<file path="src/rtl/rpn_pkg.sv">
`timescale 1ns / 1ps
package rpn_pkg;
    localparam int STACK_DEPTH_DEF   = 32;
    localparam int FRACTION_BITS_DEF = 16;
    localparam int VAL_W             = 64;

    typedef enum logic [1:0] {
        REQ_NUMBER = 2'd0,
        REQ_OPER   = 2'd1,
        REQ_END    = 2'd2,
        REQ_NONE   = 2'd3
    } t_req_type;

    typedef enum logic [1:0] {
        OP_ADD = 2'd0,
        OP_SUB = 2'd1,
        OP_MUL = 2'd2,
        OP_DIV = 2'd3
    } t_op;

    typedef enum logic [1:0] {
        ST_OK       = 2'd0,
        ST_INVALID  = 2'd1,
        ST_DIVZERO  = 2'd2,
        ST_OVERFLOW = 2'd3
    } t_status;

    typedef struct packed {
        logic [1:0]  req_type;
        logic [30:0] number_value;
        logic [1:0]  operator_code;
    } t_in;

    typedef struct packed {
        logic signed [63:0] result_value;
        logic [1:0]         status;
    } t_out;

    // stack cell row control: push shifts everything down, pop shifts up
    typedef struct packed {
        logic              push;
        logic              pop2;   // replace two tops with one value
        logic [VAL_W-1:0]  data;
    } t_cell_ctl;

    localparam logic [VAL_W-1:0] SMAX = {1'b0, {(VAL_W-1){1'b1}}};
    localparam logic [VAL_W-1:0] SMIN = {1'b1, {(VAL_W-1){1'b0}}};

    function automatic logic [VAL_W-1:0] sat_addsub(input logic [VAL_W-1:0] a,
                                                    input logic [VAL_W-1:0] b,
                                                    input logic sub);
        logic [VAL_W-1:0] bb;
        logic [VAL_W-1:0] s;
        bb = sub ? ~b : b;
        s  = a + bb + {{(VAL_W-1){1'b0}}, sub};
        if (a[VAL_W-1] == bb[VAL_W-1] && s[VAL_W-1] != a[VAL_W-1])
            return a[VAL_W-1] ? SMIN : SMAX;
        return s;
    endfunction
endpackage

</file>
<file path="src/rtl/rpn_cell.sv">
`timescale 1ns / 1ps
// One stack entry; takes its value from the neighbor above (push) or below (pop).
module rpn_cell
    import rpn_pkg::*;
(
    input  logic             i_clk,
    input  logic             i_push,
    input  logic             i_pop,
    input  logic [VAL_W-1:0] i_from_up,
    input  logic [VAL_W-1:0] i_from_down,
    output logic [VAL_W-1:0] o_value
);
    logic [VAL_W-1:0] r_value;
    always_ff @(posedge i_clk) begin
        if (i_push)
            r_value <= i_from_up;
        else if (i_pop)
            r_value <= i_from_down;
    end
    assign o_value = r_value;
endmodule

</file>
<file path="src/rtl/rpn_stack.sv">
`timescale 1ns / 1ps
// Row of cells; cell 0 is top of stack. pop2 writes data to cell 0, moves rest up by one.
module rpn_stack
    import rpn_pkg::*;
#(
    parameter int STACK_DEPTH = STACK_DEPTH_DEF
) (
    input  logic             i_clk,
    input  t_cell_ctl        i_ctl,
    output logic [VAL_W-1:0] o_top0,
    output logic [VAL_W-1:0] o_top1,
    output logic [VAL_W-1:0] o_bottom_sel,
    input  logic [$clog2(STACK_DEPTH+1)-1:0] i_count
);
    localparam int CW = $clog2(STACK_DEPTH + 1);
    logic [VAL_W-1:0] w_val [STACK_DEPTH];
    for (genvar g = 0; g < STACK_DEPTH; g++) begin : g_cell
        logic [VAL_W-1:0] w_up, w_down;
        logic             w_pop;
        if (g == 0) begin : g_top
            assign w_up   = i_ctl.data;
            assign w_down = i_ctl.data;
            assign w_pop  = i_ctl.pop2;
        end else begin : g_mid
            assign w_up   = w_val[g-1];
            assign w_down = (g + 1 < STACK_DEPTH) ? w_val[(g + 1) % STACK_DEPTH] : w_val[g];
            assign w_pop  = i_ctl.pop2;
        end
        rpn_cell u_cell (
            .i_clk      (i_clk),
            .i_push     (i_ctl.push),
            .i_pop      (w_pop),
            .i_from_up  (w_up),
            .i_from_down(w_down),
            .o_value    (w_val[g])
        );
    end
    assign o_top0 = w_val[0];
    assign o_top1 = w_val[1];
    // with exactly one value stacked, the top cell is the bottom value
    assign o_bottom_sel = (i_count == CW'(1)) ? w_val[0] : '0;
endmodule

</file>
<file path="config.mk">
export PLATFORM = sky130hd
export DESIGN_NAME = rpn_stack
export DESIGN_NICKNAME = d
export VERILOG_FILES = /design/src/rtl/rpn_pkg.sv /design/src/rtl/rpn_cell.sv /design/src/rtl/rpn_stack.sv
export SDC_FILE = /design/constraint.sdc
export NUM_CORES = 2
export LEC_CHECK = 0
export BUFFER_PORTS_ARGS = -buffer_cell sky130_fd_sc_hd__buf_2
export CORE_UTILIZATION = 38
export CTS_CLUSTER_DIAMETER = 50
export DETAILED_ROUTE_END_ITERATION = 12
export GPL_TIMING_DRIVEN = 0
export HOLD_SLACK_MARGIN = 0.03
export PLACE_DENSITY = 0.65
export SLEW_MARGIN = 5
export SYNTH_ARGS = -nofsm -noshare
export SYNTH_HDL_FRONTEND = slang
export SYNTH_SLANG_ARGS = --single-unit
</file>
<file path="constraint.sdc">
create_clock -name i_clk -period 33.4 [get_ports i_clk]
set_input_delay 0 -clock i_clk [delete_from_list [all_inputs] [get_ports i_clk]]
set_output_delay 0 -clock i_clk [all_outputs]
set_load 0.02 [all_outputs]
</file>
# ---- Word-level counts from Yosys, hierarchy flattened
# Index checks and enable logic that the tools add are counted.
dict set report word_totals {
  out_inout_bits 192
  latchBits 0
  mem_bits_rw 0
  regBits 2048
  wordCells 97
  input_bits 73
  rom_bits 0
  n_memories 0
}
dict set report op_classes {
  bitwise_logic 0
  div_mod_pow 0
  muxes 63
  order_cmp 0
  n_addsub 0
  eq_ne 1
  shift 0
  reduce_logical 1
  mul 0
}
# cell count
set op_table {}
lappend op_table {{$mux 64} 63}
lappend op_table {{$eq 6x1->1 const B} 1}
lappend op_table {{$reduce_bool 2->1} 1}

# ---- Logic depth before layout (Yosys ltp)
dict set report logic_depth {
  word_depth 2
  depth_mapped 5
}

# ---- Hierarchy
# A second synthesis with hierarchy kept.
dict set report hier_totals {
  hier_cells 4430
  area_unflattened_um2 93515.9
}
# module instances cells_each area_each_um2
set modules_own_cells {}
lappend modules_own_cells {rpn_cell 32 136 2905.3}
lappend modules_own_cells {rpn_stack 1 78 546.8}

# ---- Worst setup path before layout
# Ideal clock, no wire load.
dict set report synth_timing {
  path_kind {input-to-reg}
  start {input port i_ctl[65] (netlist bit)}
  end {register g_cell[0].u_cell.r_value[0], enable pin}
  cell_stages 5
  required_time_ns 31.836
  setup_slack_ns 7.922
  path_buffers 4
  setup_ns 1.564
  t_arrival_ns 23.914
  cell_sequence {buf_2 buf_6 buf_6 buf_6 or2_2}
}
dict set report synth_via {
  elab_chain_len 1
}
# element line_no
set synth_rtl {}
lappend synth_rtl {{start: declaration} rpn_stack.sv:9} ;# input t_cell_ctl i_ctl,
lappend synth_rtl {{$reduce_bool 2->1 (no line)} -}
lappend synth_rtl {{end signal: assignment} rpn_cell.sv:16} ;# r_value <= i_from_up;
lappend synth_rtl {{end signal: assignment} rpn_cell.sv:18} ;# r_value <= i_from_down;
lappend synth_rtl {{end: declaration} rpn_cell.sv:13} ;# logic [VAL_W-1:0] r_value;
# Every way passes these cells.
# A chain may end at the register's enable or synchronous reset.

# ---- Worst setup path after layout
dict set report layout_timing {
  start {input port i_ctl[65] (netlist bit)}
  end {register g_cell[16].u_cell.r_value[36], enable pin}
}
dict set report layout_via {
  elab_chain_len 1
}
# element line_no
set layout_rtl {}
lappend layout_rtl {{$reduce_bool 2->1 (no line)} -}
lappend layout_rtl {{end signal: assignment} rpn_cell.sv:16}
lappend layout_rtl {{end signal: assignment} rpn_cell.sv:18}
lappend layout_rtl {{end: declaration} rpn_cell.sv:13}
# Every way passes these cells.

==> flow_summary.yaml <==
power:
  clkPwrFrac_pct: 34.3
  p_leak_nw: 35.54
  seq_power_share_pct: 55.4
  sw_frac_of_total_pct: 22.71
  switchingPower_mw: 1.505
  power.total_mw: 6.628
  irDropWorstVdd_v: 0.00004520
  powerDensity_nw_per_um2: 66.41
  power.internal_mw: 5.123
  p_comb_share_pct: 10.3
clocking:
  clk_latency_ns: 0.82
  cts_tree: "yes"
  clockBufferDepth: 3
  htreeDepth: 4
  clkTransAtPathRegs_ns: 0.06
  cts_sinks: 2048
  clockRootBuffer: "clkbuf_16"
  numCtsBuffers: 207
  ctsResizeCount: 0
finish:
  multi_input_area_um2: 22060
  seqCellArea_um2: 61500
  largest_reg_flops: 2048
  fin_nets: 4975
  fill_cells: 19190
  drive_above_1_share_pct: 53.58
  syn_to_final_growth_pct: 16.27
critical_path:
  cp_common_cell: "buf_16"
  worst_setup_path_end_kind: "register"
  critPathRequiredTime_ns: 33.88
  cp_max_fo: 66
  cpPeakStageDelay_ns: 0.52
  crit_type: "input pin to register"
  crit_family: "buffers and inverters"
  slowest_stage: "dlygate4sd3_1"
  path_cells: "dlygate4sd3_1 > buf_4 > buf_16 > buf_2 > buf_6 > buf_6 > buf_6 > or2_4 > buf_16 > buf_16 > buf_16 > buf_16 > buf_16 > buf_16"
  worst_ep_arrival_time_ns: 4.72
  critPathBufInv: 13
  worst_setup_path_start_kind: "input pin"
outcome:
  outcome: "completed"
timing:
  drv_slew: 0
  rsz0062_at_grt: "false"
  maxSlewHeadroom_pct: 32.81
  hold_violations: 0
  max_freq_mhz: 235.8
  worstMarginPinSlew_ns: 1.008
  final.min_clock_period_ns: 4.241
  final.setup.tns_ns: 0
  finalSetupViolations: 0
  clock_skew_ns: 0.04893
  fin_crit_sh_pct: 12.70
drt:
  wl_per_cell_um: 20.85
  totalWireLength_um: 168200
  viasPerCell: 5.025
  wl_met3_um: 6833
  drc: 0
  wl_met1_um: 75500
  highest_layer: "met5"
  drtPass1Iterations: 5
  via_count: 40530
  drtAntennaViolNets: 0
  drt-initial-drc-count: 3152
  route.met2.wl_um: 81690
synth:
  synth_top_area_cell: "edfxtp_1"
  synth-seq-cells: 2048
  yosys_warnings: 0
  syn_inst: 4261
  synth_area_leaders: "edfxtp_1, mux2_2, buf_6"
  syn_nets: 4334
  synth.yosys.seq_area_share_pct: 71.64
  avgSynthCellArea_um2: 20.15
  synth_cell_types: 9
  synth_top_area_share_pct: 71.64
  syn_area_um2: 85850
die:
  ios: 265
  core_um2: 224700
  initial_utilization_pct: 38.21
  dieArea_um2: 227800
  chipWidth_um: 477.3
  rows: 174
  die_h_um: 477.3
placed_design:
  gp_congestion: 0.7731
  hpwl_um: 114900
  io_buffer_count: 264
global_route:
  grt_overflow_total: 0
  grt_pass1_wl_um: 259600
  grt_pass1_vias: 43160
  grt.total_usage_pct: 14.56
  antenna_found_initial: 11
  grt_max_degree: 70
job:
  cap_violations: 0
hold_path:
  hold_path_class: "input pin to register"
-- path summary, 6_finish.rpt --
kind / cells after the start / slack (ns) / end / start
worst max-delay path: 14 / 29.16 / g_cell[16].u_cell.o_value[36]$_DFFE_PP_ / i_ctl[65]
worst min-delay path: 2 / 0.24 / g_cell[31].u_cell.o_value[43]$_DFFE_PP_ / i_ctl[65]
worst max register to register: 1 / 32.11 / g_cell[1].u_cell.o_value[63]$_DFFE_PP_ / g_cell[0].u_cell.o_value[63]$_DFFE_PP_
worst min register to register: 0 / 0.44 / g_cell[31].u_cell.o_value[48]$_DFFE_PP_ / g_cell[30].u_cell.o_value[48]$_DFFE_PP_
-- area by class of cell --
| class | instances | area share (%) |
|---|---|---|
| Multi-Input combinational cell | 1987 | 22.10 |
| Tap cell | 2992 | 3.751 |
| Clock buffer | 261 | 5.435 |
| Sequential cell | 2048 | 61.61 |
| Antenna cell | 5 | 0.01254 |
| Clock inverter | 115 | 1.177 |
| Timing Repair Buffer | 432 | 3.613 |
| Buffer | 226 | 2.296 |
-- power groups by stage --
| stage | clock network (mW) | registers [mW] | logic [mW] |
|---|---|---|---|
| 2_1_floorplan | 0 | 3.72 | 0.516 |
| 3_5_place_dp | 0 | 3.73 | 0.677 |
| 4_1_cts | 2.33 | 3.68 | 0.695 |
| 5_1_grt | 2.42 | 3.73 | 0.744 |
| 3_3_place_gp | 0 | 3.87 | 0.632 |
| 6_report | 2.27 | 3.67 | 0.684 |
-- cell families (layout without fill, tap and decap cells) --
logic type	after synthesis	after routing	share of synthesized area (%)
other cells	0	5	0
buf+inv	226	1034	2.670
simple gates	67	67	0.5057
mux	1920	1920	25.19
flops	2048	2048	71.64
-- synth_stat cells --
library cell,instances
edfxtp_1,2048
mux2_2,1920
buf_6,188
and3_1,64
buf_2,26
clkbuf_1,12
nor2_1,1
nor4b_4,1
or2_2,1
-- metrics by stage --
stage	instances	area, um^2	setup slack [ns]	hold WS, ns	util, %
4_1_cts	8061	99800	29.13	0.2027	44.42
6_report	8066	99810	29.16	0.2427	44.43
2_1_floorplan	4261	85850	7.922	0.09887	-
3_3_place_gp	7517	90910	-2.867	0.1765	40.46
5_1_grt	8062	99800	28.90	0.2307	44.42
3_5_place_dp	7555	91900	28.75	0.1781	40.90
-- what timing repair did --
item                                   4_1_cts  5_1_grt
hold buffers                               130        0
setup buffers                                0        0
endpoints found under the hold margin      146        0
-- metal layers --
layer,GRT usage [%],vias up
met4,4.075,4
met1,19.96,21270
met2,23.78,701
li1,-,18310
met5,0,-
met3,2.475,249
-- layout by cell type, fill, tap and decap left out, drive strengths merged --
cell	Yosys	routed
nor4b	1	1
mux2	1920	1920
bufinv	0	17
inv	0	14
clkinvlp	0	3
nor2	1	1
clkbuf	12	273
diode	0	5
edfxtp	2048	2048
dlygate4sd3	0	130
or2	1	1
buf	214	516
clkinv	0	81
and3	64	64
Power figures use the tool's default switching activity.
