[config.mk]
export PLATFORM = sky130hd
export DESIGN_NAME = rpn_muldiv
export DESIGN_NICKNAME = d
export VERILOG_FILES = /design/src/rtl/rpn_pkg.sv /design/src/rtl/rpn_muldiv.sv
export SDC_FILE = /design/constraint.sdc
export NUM_CORES = 2
export LEC_CHECK = 0
export ABC_CLOCK_PERIOD_IN_PS = 16350
export BUFFER_PORTS_ARGS = -buffer_cell sky130_fd_sc_hd__buf_4
export CELL_PAD_IN_SITES_DETAIL_PLACEMENT = 1
export CELL_PAD_IN_SITES_GLOBAL_PLACEMENT = 1
export CORE_ASPECT_RATIO = 1.5
export CORE_MARGIN = 1
export CORE_UTILIZATION = 51
export CTS_CLUSTER_SIZE = 8
export DETAILED_ROUTE_END_ITERATION = 12
export PLACE_DENSITY = 0.8
export REMOVE_ABC_BUFFERS = 1
export SKIP_LAST_GASP = 1
export SYNTH_ARGS = -nofsm -noshare
export SYNTH_HDL_FRONTEND = slang
export SYNTH_SLANG_ARGS = --single-unit
[constraint.sdc]
create_clock -name i_clk -period 16.35 [get_ports i_clk]
set_clock_uncertainty 0.05 [all_clocks]
set_input_delay 3.27 -clock i_clk [delete_from_list [all_inputs] [get_ports i_clk]]
set_output_delay 3.27 -clock i_clk [all_outputs]
set_load 0.1 [all_outputs]
[src/rtl/rpn_pkg.sv]
`timescale 1ns / 1ps
package rpn_pkg;
    localparam int STACK_DEPTH_DEF   = 32;
    localparam int FRACTION_BITS_DEF = 16;
    localparam int VAL_W             = 64;

    typedef enum logic [1:0] {
        REQ_NUMBER = 2'd0,
        REQ_OPER   = 2'd1,
        REQ_END    = 2'd2,
        REQ_NONE   = 2'd3
    } t_req_type;

    typedef enum logic [1:0] {
        OP_ADD = 2'd0,
        OP_SUB = 2'd1,
        OP_MUL = 2'd2,
        OP_DIV = 2'd3
    } t_op;

    typedef enum logic [1:0] {
        ST_OK       = 2'd0,
        ST_INVALID  = 2'd1,
        ST_DIVZERO  = 2'd2,
        ST_OVERFLOW = 2'd3
    } t_status;

    typedef struct packed {
        logic [1:0]  req_type;
        logic [30:0] number_value;
        logic [1:0]  operator_code;
    } t_in;

    typedef struct packed {
        logic signed [63:0] result_value;
        logic [1:0]         status;
    } t_out;

    // stack cell row control: push shifts everything down, pop shifts up
    typedef struct packed {
        logic              push;
        logic              pop2;   // replace two tops with one value
        logic [VAL_W-1:0]  data;
    } t_cell_ctl;

    localparam logic [VAL_W-1:0] SMAX = {1'b0, {(VAL_W-1){1'b1}}};
    localparam logic [VAL_W-1:0] SMIN = {1'b1, {(VAL_W-1){1'b0}}};

    function automatic logic [VAL_W-1:0] sat_addsub(input logic [VAL_W-1:0] a,
                                                    input logic [VAL_W-1:0] b,
                                                    input logic sub);
        logic [VAL_W-1:0] bb;
        logic [VAL_W-1:0] s;
        bb = sub ? ~b : b;
        s  = a + bb + {{(VAL_W-1){1'b0}}, sub};
        if (a[VAL_W-1] == bb[VAL_W-1] && s[VAL_W-1] != a[VAL_W-1])
            return a[VAL_W-1] ? SMIN : SMAX;
        return s;
    endfunction
endpackage

[src/rtl/rpn_muldiv.sv]
`timescale 1ns / 1ps
// Magnitude multiply (4 x 32x32 partials, one per cycle) and restoring divide (1 bit/cycle).
module rpn_muldiv
    import rpn_pkg::*;
#(
    parameter int FRACTION_BITS = FRACTION_BITS_DEF
) (
    input  logic             i_clk,
    input  logic             i_rst_n,
    input  logic             i_start,
    input  logic             i_div,
    input  logic [VAL_W-1:0] i_l,
    input  logic [VAL_W-1:0] i_r,
    output logic             o_done,
    output logic [VAL_W-1:0] o_result
);
    typedef enum logic [1:0] {S_IDLE, S_MUL, S_DIV, S_FIN} t_state;
    t_state r_state;
    logic [6:0]   r_cnt;
    logic         r_neg;
    logic [63:0]  r_x, r_d, r_rem;
    logic [127:0] r_acc, r_n;
    logic [63:0]  r_prod;
    logic         r_done;
    logic [VAL_W-1:0] r_result;

    logic [63:0] w_ma, w_mb;
    assign w_ma = i_l[63] ? (64'd0 - i_l) : i_l;
    assign w_mb = i_r[63] ? (64'd0 - i_r) : i_r;

    logic [31:0] w_pa, w_pb;
    assign w_pa = r_cnt[1] ? r_x[63:32] : r_x[31:0];
    assign w_pb = r_cnt[0] ? r_d[63:32] : r_d[31:0];

    // r_prod holds the partial picked in the previous cycle: shifts 0, 32, 32, 64
    logic [6:0] w_pc;
    logic [6:0] w_psh;
    assign w_pc  = r_cnt - 7'd1;
    assign w_psh = {w_pc[1] & w_pc[0], w_pc[1] ^ w_pc[0], 5'd0};

    logic [64:0] w_trial;
    logic [64:0] w_rsh;
    assign w_rsh   = {r_rem, r_n[127]};
    assign w_trial = w_rsh - {1'b0, r_d};

    logic [127:0] w_mag;
    logic [127:0] w_sh;
    assign w_sh  = r_acc >> FRACTION_BITS;
    assign w_mag = w_sh;

    always_ff @(posedge i_clk) begin
        if (!i_rst_n) begin
            r_state <= S_IDLE;
            r_done  <= 1'b0;
        end else begin
            r_done <= 1'b0;
            case (r_state)
                S_IDLE: if (i_start) begin
                    r_x   <= w_ma;
                    r_d   <= w_mb;
                    r_neg <= i_l[63] ^ i_r[63];
                    r_cnt <= '0;
                    r_acc <= '0;
                    r_rem <= '0;
                    r_n   <= {64'd0, w_ma} << FRACTION_BITS;
                    r_state <= i_div ? S_DIV : S_MUL;
                end
                S_MUL: begin
                    // product registered, accumulate next cycle
                    r_prod <= w_pa * w_pb;
                    if (r_cnt != 7'd0)
                        r_acc <= r_acc + ({64'd0, r_prod} << w_psh);
                    r_cnt <= r_cnt + 7'd1;
                    if (r_cnt == 7'd4) r_state <= S_FIN;
                end
                S_DIV: begin
                    r_n <= r_n << 1;
                    // last bit: pre-shift so the common fraction shift in S_FIN cancels
                    r_acc <= (r_cnt == 7'd127) ?
                             ({r_acc[126:0], ~w_trial[64]} << FRACTION_BITS) :
                             {r_acc[126:0], ~w_trial[64]};
                    r_rem <= w_trial[64] ? w_rsh[63:0] : w_trial[63:0];
                    r_cnt <= r_cnt + 7'd1;
                    if (r_cnt == 7'd127) r_state <= S_FIN;
                end
                S_FIN: begin
                    r_state <= S_IDLE;
                    r_done  <= 1'b1;
                    if (!r_neg)
                        r_result <= (w_mag[127:63] != 0) ? SMAX : w_mag[63:0];
                    else
                        r_result <= (w_mag[127:64] != 0 || (w_mag[63] && w_mag[62:0] != 0))
                                    ? SMIN : (64'd0 - w_mag[63:0]);
                end
                default: r_state <= S_IDLE;
            endcase
        end
    end
    assign o_done   = r_done;
    assign o_result = r_result;
endmodule

# After elaboration in Yosys (flattened, before gate mapping)

Index checks and enable logic that the tools add are counted.

$add $sub $neg: 7
Multipliers: 1
Divide/modulo/power cells: 0
Magnitude comparators: 0
Eq/ne operators: 9
Shift operators: 1
Muxes and demuxes: 24
Bitwise operators: 4
Reduce and logical (&&, ||, !) cells: 18

Operators by type and width:

| operator              | number |
|---|---|
| $mux 128              | 4 |
| $mux 64               | 6 |
| $pmux 128 s3          | 1 |
| $pmux 128 s2          | 1 |
| $sub 1x64->64 const A | 3 |
| $add 128x128->128     | 1 |
| $pmux 64 s2           | 1 |
| $shl 64x7->128        | 1 |
| $reduce_bool 65->1    | 1 |
| $sub 65x64->65        | 1 |
| $mul 32x32->64        | 1 |
| $mux 32               | 2 |
| $reduce_bool 64->1    | 1 |
| $mux 63               | 1 |
| $reduce_bool 63->1    | 1 |
| $pmux 7 s2            | 1 |
| $reduce_and 3->1      | 4 |
| $mux 2                | 4 |
| $ne 2x2->1 const B    | 4 |
| $pmux 2 s4            | 1 |
| $add 7x1->7 const B   | 1 |
| $eq 7x3->1 const B    | 1 |
| $eq 7x7->1 const B    | 1 |
| $mux 7                | 1 |
| other kinds (16)      | 20 |

Bits in registers: 587
Latch bits: 0
Bits in writable memories: 0
Memory bits (read-only): 0
Bits of input ports: 132
Output and inout port bits: 65
Word-level logic and storage cells: 76
Memories: 0

# Logic depth before layout (Yosys ltp)

Depth after elaboration: 6
Depth in mapped cells: 34
Gate-level depth less buffers: 30

# Worst setup path before layout

Ideal clock, no wire load.

Kind: input -> register
From: in i_start
To: reg r_acc[0] (enable)
Library setup time: 811 ps
Arrival time: 13389 ps
Data required time: 15489 ps
Setup slack: 2101 ps
Cell stages on the path: 3
Buffers on the path: 0
Cell sequence: nand2b_1 -> nor3b_1 -> a21boi_0

Word-level cells in the longest chain between the ends: 2

RTL lines:

| element                    | line             | text |
|---|---|---|
| start, declared            | rpn_muldiv.sv:10 | `input logic i_start,` |
| $ne 2x2->1 (no line)       | --               |  |
| $reduce_and 4->1 (no line) | --               |  |
| end signal, assigned       | rpn_muldiv.sv:72 | `r_acc <= r_acc + ({64'd0, r_prod} << w_psh);` |
| end signal, assigned       | rpn_muldiv.sv:79 | `r_acc <= (r_cnt == 7'd127) ?` |
| end, declared              | rpn_muldiv.sv:22 | `logic [127:0] r_acc, r_n;` |

No other way between the ends.
A chain may end at the register's enable or synchronous reset.

# Worst setup path after layout

From: reg r_cnt[1]
To: reg r_prod[58] (data pin)

Word-level cells in the longest chain between the ends: 2

RTL lines:

| element                | line             | text |
|---|---|---|
| start, declared        | rpn_muldiv.sv:19 | `logic [6:0] r_cnt;` |
| start signal, assigned | rpn_muldiv.sv:73 | `r_cnt <= r_cnt + 7'd1;` |
| start signal, assigned | rpn_muldiv.sv:83 | `r_cnt <= r_cnt + 7'd1;` |
| $mux 32                | rpn_muldiv.sv:32 | `assign w_pa = r_cnt[1] ? r_x[63:32] : r_x[31:0];` |
| $mul 32x32->64         | rpn_muldiv.sv:70 | `r_prod <= w_pa * w_pb;` |
| end signal, assigned   | rpn_muldiv.sv:70 |  |
| end, declared          | rpn_muldiv.sv:23 | `logic [63:0] r_prod;` |

No other way between the ends.

==> out/metrics.yaml <==
hpwl_mm: 243
place_congestion: 1.02
die_w_um: 311
cts_num_sinks: 571
placementRows: 169
cp-start-kind: "register"
wl_mm: 316
design.core.area_um2: 142000
post-route-period-util: 0.668
cts_buffer_depth: 3
drv_cap: 0
ctsHoldBuffers: 0
critPathMaxStageDelay_ns: 0.92
drt_iter0_drc: 4445
drc: 0
multiInputGateArea_um2: 50800
yosysMostFrequentCell: "inv_1"
synth_top_area_frac: 0.246
yosysTopAreaCell: "fa_1"
grt_pass1_wl_mm: 459
vias_per_cell: 6.40
ys_ff_latch: 571
async_flop_share: 0
dp_cells: 9802
synth.yosys.warnings: 0
io_buffer_count: 196
n_fill_cell: 16100
drtAntennaViolNets: 0
tns_ns: 0
cts_tree: "yes"
cp.arrival_ns: 11.36
die_h_um: 465
vias: 63500
setup_viol: 0
avgSynthCellArea_um2: 9.12
finalMaxSlewViolations: 0
avgRoutedWirePerCell_um: 31.9
ios: 197
stdcell_count: 9924
rsz0062_at_grt: "no"
syn_area_um2: 73000
gr-total-overflow: 0
drt_first_pass_iters: 5
status: "finished, final reports clean"
grt.total_usage: 0.436
timing.final.ws_setup_ns: 5.44
cp-end-kind: "register"
drive_gt1_frac: 0.0829
dieArea_um2: 145000
layout.nets: 9500
crit_path_frequent_cell: "fa_1"
critical_path.max_fanout: 62
cts_buffers: 83
fin_util: 0.558
crit_type: "reg2reg"
cts_setup_buffers: 0
synth_edf_count: 568
synth.distinct_cells: 79
grt_pass1_vias: 70300
dp_slack_ns: 5.69
grt_max_degree: 87
worstPathRequired_ns: 16.79
path_clk_slew_ns: 0.09
htree_levels: 3
seq_area_frac_synth: 0.234
synth.area.top_cells: "fa_1 25%, edfxtp_1 23%, ha_1 7.9%"
cts-root-buf: "clkbuf_16"
final_hold_viol_count: 0
antenna_found_initial: 12
ctsResizeCount: 0
cpMaxStageDelayCell: "buf_4"
register_area_um2: 17100
maxSlewHeadroom: 0.0181
start_util: 0.516
synthCells: 8012
hp-class: "reg2reg"
clk_latency_ns: 0.78
area_growth_pct: 8.26
synth_common_cells: "1028 x inv_1, 941 x nand2_1, 898 x fa_1"
synth-main-ff-cell: "edfxtp_1"
max_freq_mhz: 91.6
period_needed_ns: 10.91
worst_slew_pin_slew_ns: 1.43
-- cells in the final DEF, fill, tap and decap left out, types with 84 or more instances in the layout --
cell / count
a21o_1: 165
a21oi_1: 413
and2_1: 105
buf_4: 330
clkbuf_16: 84
edfxtp_1: 568
fa_1: 898
ha_1: 460
inv_1: 1027
mux2_2: 125
mux2i_1: 118
nand2_1: 938
nand4_1: 102
nor2_1: 844
nor2b_1: 109
nor3_1: 90
o21ai_0: 278
o22ai_1: 100
xnor2_1: 265
xor2_1: 101
-- per-stage QoR --
stage	hold WS (ns)	cell area [um2]
floorplan	0.432	71500
global placement	0.454	76600
detailed placement	0.461	76600
CTS	0.473	79100
global route	0.481	79100
finish	0.471	79100
-- worst max-delay path: cells and delay by family, from the launching register on --
| kind | cells | cell delay (ns) |
|---|---|---|
| compound gates | 5 | 1.97 |
| xor+xnor | 1 | 0.17 |
| fa+ha+maj | 9 | 4.67 |
| buf+inv | 4 | 1.09 |
| flops | 1 | 0.48 |
| mux | 1 | 0.92 |
| simple gates | 5 | 1.20 |
-- cell families after synthesis --
logic type	share of synthesized area
AO/OA/AOI/OAI	0.129
XOR/XNOR	0.0442
adder cells (fa/ha/maj)	0.326
buffers and inverters	0.0745
flip-flops	0.234
multiplexers	0.0397
AND/OR/NAND/NOR	0.153
-- state kept, by name, summed over array words and instances (netlist names) --
signal,flops
o_result,64
r_rem,64
r_cnt,7
r_prod,64
r_state,2
o_done,1
r_d,64
r_acc,128
r_x,64
r_n,112
r_neg,1
-- path summary, 6_finish.rpt --
check	slack, ns	cells after the start	to	from
worst min register to register	0.47	1	r_n[97]$_SDFFCE_PP0P_	r_n[96]$_SDFFCE_PP0P_
worst min-delay path	0.47	1	r_n[97]$_SDFFCE_PP0P_	r_n[96]$_SDFFCE_PP0P_
worst max register to register	5.44	25	r_prod[58]$_DFFE_PP_	r_cnt[1]$_SDFFCE_PP0P_
worst max-delay path	5.44	25	r_prod[58]$_DFFE_PP_	r_cnt[1]$_SDFFCE_PP0P_
-- cell type report --
type	count	share of cell area
diodes	7	0.000222
multi-input cells	5991	0.643
clock buffers	106	0.0276
well taps	1881	0.0298
flip-flops and latches	571	0.216
inverters	1029	0.0489
clock inverters	9	0.00283
repair buffers	330	0.0313
-- routing by layer --
metal,GRT usage,part of all wire
met5,0,0.00046
met4,0.437,0.12
met3,0.102,0.078
met2,0.740,0.48
met1,0.432,0.32
Power is left out: the tool's default activity adds up to more than one toggle a clock period on the data nets, which glitch-free logic cannot reach.
